### src/hw/rtl/nls_pkg.sv
// Shared types and constants of the leapfrog grid step block.
package nls_pkg;

    // Grid value format: signed Q2.14.
    localparam int VALUE_BITS = 16;
    localparam int FRAC       = VALUE_BITS - 2;
    localparam int COEFF_BITS = 24;
    localparam int NPTS_BITS  = 11;
    localparam int CFG_BITS   = 24;
    localparam int CFG_IDX_BITS = 3;

    // Item kinds.
    localparam logic [1:0] KIND_WRITE = 2'd0;
    localparam logic [1:0] KIND_READ  = 2'd1;
    localparam logic [1:0] KIND_STEP  = 2'd2;

    // Configuration register indexes.
    localparam logic [CFG_IDX_BITS-1:0] REG_COEFF_D   = 3'd0;
    localparam logic [CFG_IDX_BITS-1:0] REG_TIME_STEP = 3'd1;
    localparam logic [CFG_IDX_BITS-1:0] REG_BLOW_RE   = 3'd2;
    localparam logic [CFG_IDX_BITS-1:0] REG_BLOW_IM   = 3'd3;
    localparam logic [CFG_IDX_BITS-1:0] REG_BHIGH_RE  = 3'd4;
    localparam logic [CFG_IDX_BITS-1:0] REG_BHIGH_IM  = 3'd5;
    localparam logic [CFG_IDX_BITS-1:0] REG_N_POINTS  = 3'd6;

    typedef struct packed {
        logic [1:0]                   kind;
        logic [9:0]                   point_index;
        logic signed [VALUE_BITS-1:0] value_re;
        logic signed [VALUE_BITS-1:0] value_im;
    } in_item_t;

    typedef struct packed {
        logic signed [VALUE_BITS-1:0] out_re;
        logic signed [VALUE_BITS-1:0] out_im;
        logic [31:0]                  steps_done;
    } out_item_t;

    // Controller to datapath commands.
    typedef struct packed {
        logic latch;
        logic pt_write;
        logic sweep_clr;
        logic sweep_run;
        logic advance;
        logic load_out;
    } nls_cmd_t;

    // Datapath to controller status.
    typedef struct packed {
        logic [1:0] kind;
        logic       sweep_last;
        logic       pipe_busy;
    } nls_stat_t;

endpackage

### src/hw/rtl/nls_ctrl.sv
// Controller state machine sequencing item handling and grid sweeps.
module nls_ctrl
    import nls_pkg::*;
(
    input  logic      clk,
    input  logic      rst_n,
    input  logic      in_valid,
    output logic      in_ready,
    output logic      out_valid,
    input  logic      out_ready,
    input  nls_stat_t stat,
    output nls_cmd_t  cmd
);

    localparam logic [2:0] ST_IDLE  = 3'd0;
    localparam logic [2:0] ST_DISP  = 3'd1;
    localparam logic [2:0] ST_SWEEP = 3'd2;
    localparam logic [2:0] ST_DRAIN = 3'd3;
    localparam logic [2:0] ST_DONE  = 3'd4;

    logic [2:0] state_reg, state_next;
    logic       out_valid_reg, out_valid_next;

    assign in_ready  = (state_reg == ST_IDLE);
    assign out_valid = out_valid_reg;

    // Next state and command decode.
    always_comb
    begin
        state_next     = state_reg;
        out_valid_next = out_valid_reg && !out_ready;
        cmd            = '0;
        unique case (state_reg)
            ST_IDLE:
            begin
                if (in_valid)
                begin
                    cmd.latch  = 1'b1;
                    state_next = ST_DISP;
                end
            end
            ST_DISP:
            begin
                if (stat.kind == KIND_STEP)
                begin
                    cmd.sweep_clr = 1'b1;
                    state_next    = ST_SWEEP;
                end
                else
                begin
                    cmd.pt_write = (stat.kind == KIND_WRITE);
                    state_next   = ST_DONE;
                end
            end
            ST_SWEEP:
            begin
                cmd.sweep_run = 1'b1;
                if (stat.sweep_last)
                begin
                    state_next = ST_DRAIN;
                end
            end
            ST_DRAIN:
            begin
                if (!stat.pipe_busy)
                begin
                    cmd.advance = 1'b1;
                    state_next  = ST_DONE;
                end
            end
            ST_DONE:
            begin
                if (!out_valid_reg || out_ready)
                begin
                    cmd.load_out   = 1'b1;
                    out_valid_next = 1'b1;
                    state_next     = ST_IDLE;
                end
            end
            default:
            begin
                state_next = ST_IDLE;
            end
        endcase
    end

    always_ff @(posedge clk or negedge rst_n)
    begin
        if (!rst_n)
        begin
            state_reg     <= ST_IDLE;
            out_valid_reg <= 1'b0;
        end
        else
        begin
            state_reg     <= state_next;
            out_valid_reg <= out_valid_next;
        end
    end

endmodule

### config.mk
export PLATFORM = sky130hd
export DESIGN_NAME = nls_ctrl
export DESIGN_NICKNAME = d
export VERILOG_FILES = /design/src/hw/rtl/nls_pkg.sv /design/src/hw/rtl/nls_ctrl.sv
export SDC_FILE = /design/constraint.sdc
export NUM_CORES = 1
export LEC_CHECK = 0
export BUFFER_PORTS_ARGS = -buffer_cell sky130_fd_sc_hd__buf_2
export CORE_AREA = 2 2 39 41
export CTS_CLUSTER_SIZE = 20
export DETAILED_ROUTE_END_ITERATION = 8
export DIE_AREA = 0 0 41 43
export GPL_TIMING_DRIVEN = 0
export SLEW_MARGIN = 0
export SYNTH_ARGS = -nofsm -noshare
export SYNTH_HDL_FRONTEND = slang
export SYNTH_SLANG_ARGS = --single-unit
### constraint.sdc
create_clock -name clk -period 1.29 [get_ports clk]
set_input_delay 0.0645 -clock clk [delete_from_list [all_inputs] [get_ports clk]]
set_output_delay 0.0645 -clock clk [all_outputs]
set_load 0.01 [all_outputs]
==> qor.txt <==
Hold Path Cell Cnt - 2
Core Util, Final - 35.0%
iteration count of the initial detailed-routing pass - 4
worst IR drop on VDD - 0.640 mV
Crit Path Max Fanout - 9
Synth cell types - 21
FF-to-FF path depth - 4
sequential area share after synthesis - 33.8%
endpoint type of the worst setup path - output pin
most frequent cell after synthesis - inv_1
Peak Freq - 806 MHz
WP data required - 1.23 ns
P&R area growth vs syn - 63.3%
worst hold path class - in -> reg
Post-Synthesis Net Count - 39
Yosys top cell by area - dfrtp_1
Final #Nets - 64
largest net degree at the start of global routing - 11
number of port buffers - 15
Cell Rows - 14
status - finished clean
area of the multi-input gates - 180 sq um
I/O pin total - 16
synth top area cells - dfrtp_1 34%, inv_1 6.3%, mux2_4 5.1%
clk_lat worst skew - 0.24 ns
drt first-iter violations - 1
Syn Std Cell Area - 297 sq um
Hold Vio Cnt, Final - 0
Max-Cap Viols - 0
final-layout fill cell count - 146
Final period util - 96.1%
number of flops mapped to enable cells by yosys - 0
Die X - 41 microns
clk_skew - 0.00103 ns
Commonest cells post-synth - 5 x inv_1, 4 x dfrtp_1, 2 x a31oi_1, 2 x nor2_1, 2 x nor3_1
Ys Warns - 0
P_leak - 0.241 nW
GRT overflow - 0
CTS max path bufs - 2
RePlAce Congestion - 0.665
Yosys reg bits - 4
Setup violations, final - 0
Min Hold Slack - 0.0532 ns
number of diodes - 0
Primary FF master, synth - dfrtp_1
Mean Syn Cell Area - 9.57 sq um
H-tree depth - 1
core area - 1380 sq um
Num CTS Buffers - 3
GRT Util Overall - 8.67%
CTS tree - yes
initial antenna violation count - 0
Detailed Route WL - 657 microns
kind of critical path - reg -> out
Clock Pin Slew Worst Setup and Hold Paths - 0.04 ns
clock root buffer - clkbuf_4
crit path time final - 1.24 ns
Yosys top cell area share - 33.8%
pin slew with the least headroom to its limit - 0.203 ns
post-route ant nets - 0
Residual DRC - 0
max-slew violations - 0
max FFs per register - 3
Worst Path Arrival - 1.18 ns
share of cells above drive strength 1 - 63.0%
vias in the first global route - 230
Mapped Cells - 31
Die ar. - 1760 sq um
Worst slew margin - 86.4%
DPL Wire Length - 499 microns
clock sink total - 4
unrepaired setup endpoints after global routing - true
pwr/cell area - 2010 nW/um^2
asr flop ratio synth - 100%
DR WL/cell - 9.39 microns
height of the die - 43 microns
FF/Latch Area - 101 sq um
first-pass GRT wire length - 972 microns
Initial Utilization - 21.4%
total chip power - 975 uW
via count - 297
Via-to-Cell Ratio - 4.24
Critical Path Start Type - flop
-- through the flow --
stage	setup TNS (ns)	cells	setup slack, ns	cell area [sq um]
finish	0	70	0.0498	484
global route	-0.0395	70	-0.0155	484
CTS	0	66	0.00189	438
detailed placement	0	62	0.173	392
global placement	0	62	0.196	392
floorplan	0	31	0.151	297
-- cells in the final DEF (no fill, tap or decap) --
master / instances
nor3b_2: 1
nor4_2: 1
dfrtp_1: 3
inv_1: 5
buf_6: 1
and4bb_2: 1
a31oi_1: 2
nand2_2: 1
and2_1: 1
nor2_1: 1
buf_8: 1
buf_2: 15
nor3b_1: 1
o21ai_0: 1
dfrtp_2: 1
nor3_4: 1
clkbuf_4: 3
nand2b_1: 1
nand2b_4: 1
a22oi_2: 1
nor2_4: 1
mux2_4: 1
nor3_1: 1
a21oi_1: 1
buf_4: 4
a311oi_1: 1
dlygate4sd3_1: 1
o21bai_1: 1
-- routing by layer --
layer	share of wire, %	track usage (%)	up-vias
li1	-	-	159
met1	44	11.7	122
met2	45	10.9	14
met3	8.7	3.14	2
met4	2.6	6.00	0
met5	0	0	-
-- cell type report --
type                    instances  share of cell area (%)
inverters                       5                    3.88
well taps                      16                    4.13
plain buffers                   2                    5.43
clock buffers                   3                    4.65
flip-flops and latches          4                    20.9
multi-input cells              20                    37.2
repair buffers                 20                    23.8
-- critical path, cell delays in order (launching register included) --
cell and delay [ns]:
dfrtp_1 0.36, buf_6 0.15, nor2_4 0.12, nand2_2 0.06, a21oi_1 0.11, buf_2 0.14
-- cells by family after synthesis --
| family | share of synthesized area (%) |
|---|---|
| AND/OR/NAND/NOR | 29.1 |
| flip-flops | 33.8 |
| multiplexers | 5.06 |
| buffers and inverters | 14.8 |
| AO/OA/AOI/OAI | 17.3 |
-- where the power goes --
group          internal (mW)  total, mW  switching, mW  leakage (nW)
logic                  0.317      0.599          0.282         0.176
clock network          0.104      0.159         0.0548        0.0138
registers              0.179      0.217         0.0382        0.0507
total                  0.600      0.975          0.375         0.241
-- timing repair --
item                                   CTS  global route
setup buffers                            0             4
pin swaps                                0             1
setup endpoints to repair                2             4
resized for setup                        4             4
endpoints found under the hold margin    4             0
hold buffers                             1             0
-- worst paths after layout --
check | from | endpoint | slack, ns
min | out_ready | out_valid | 0.05
min reg2reg | state_reg[2] | state_reg[1] | 0.50
max | state_reg[0] | cmd[0] | 0.05
max in group asynchronous | rst_n | state_reg[2] | 1.00
min in group asynchronous | rst_n | out_valid | 0.16
max reg2reg | state_reg[2] | state_reg[2] | 0.15
No activity file was read; power rests on OpenSTA's default activity.
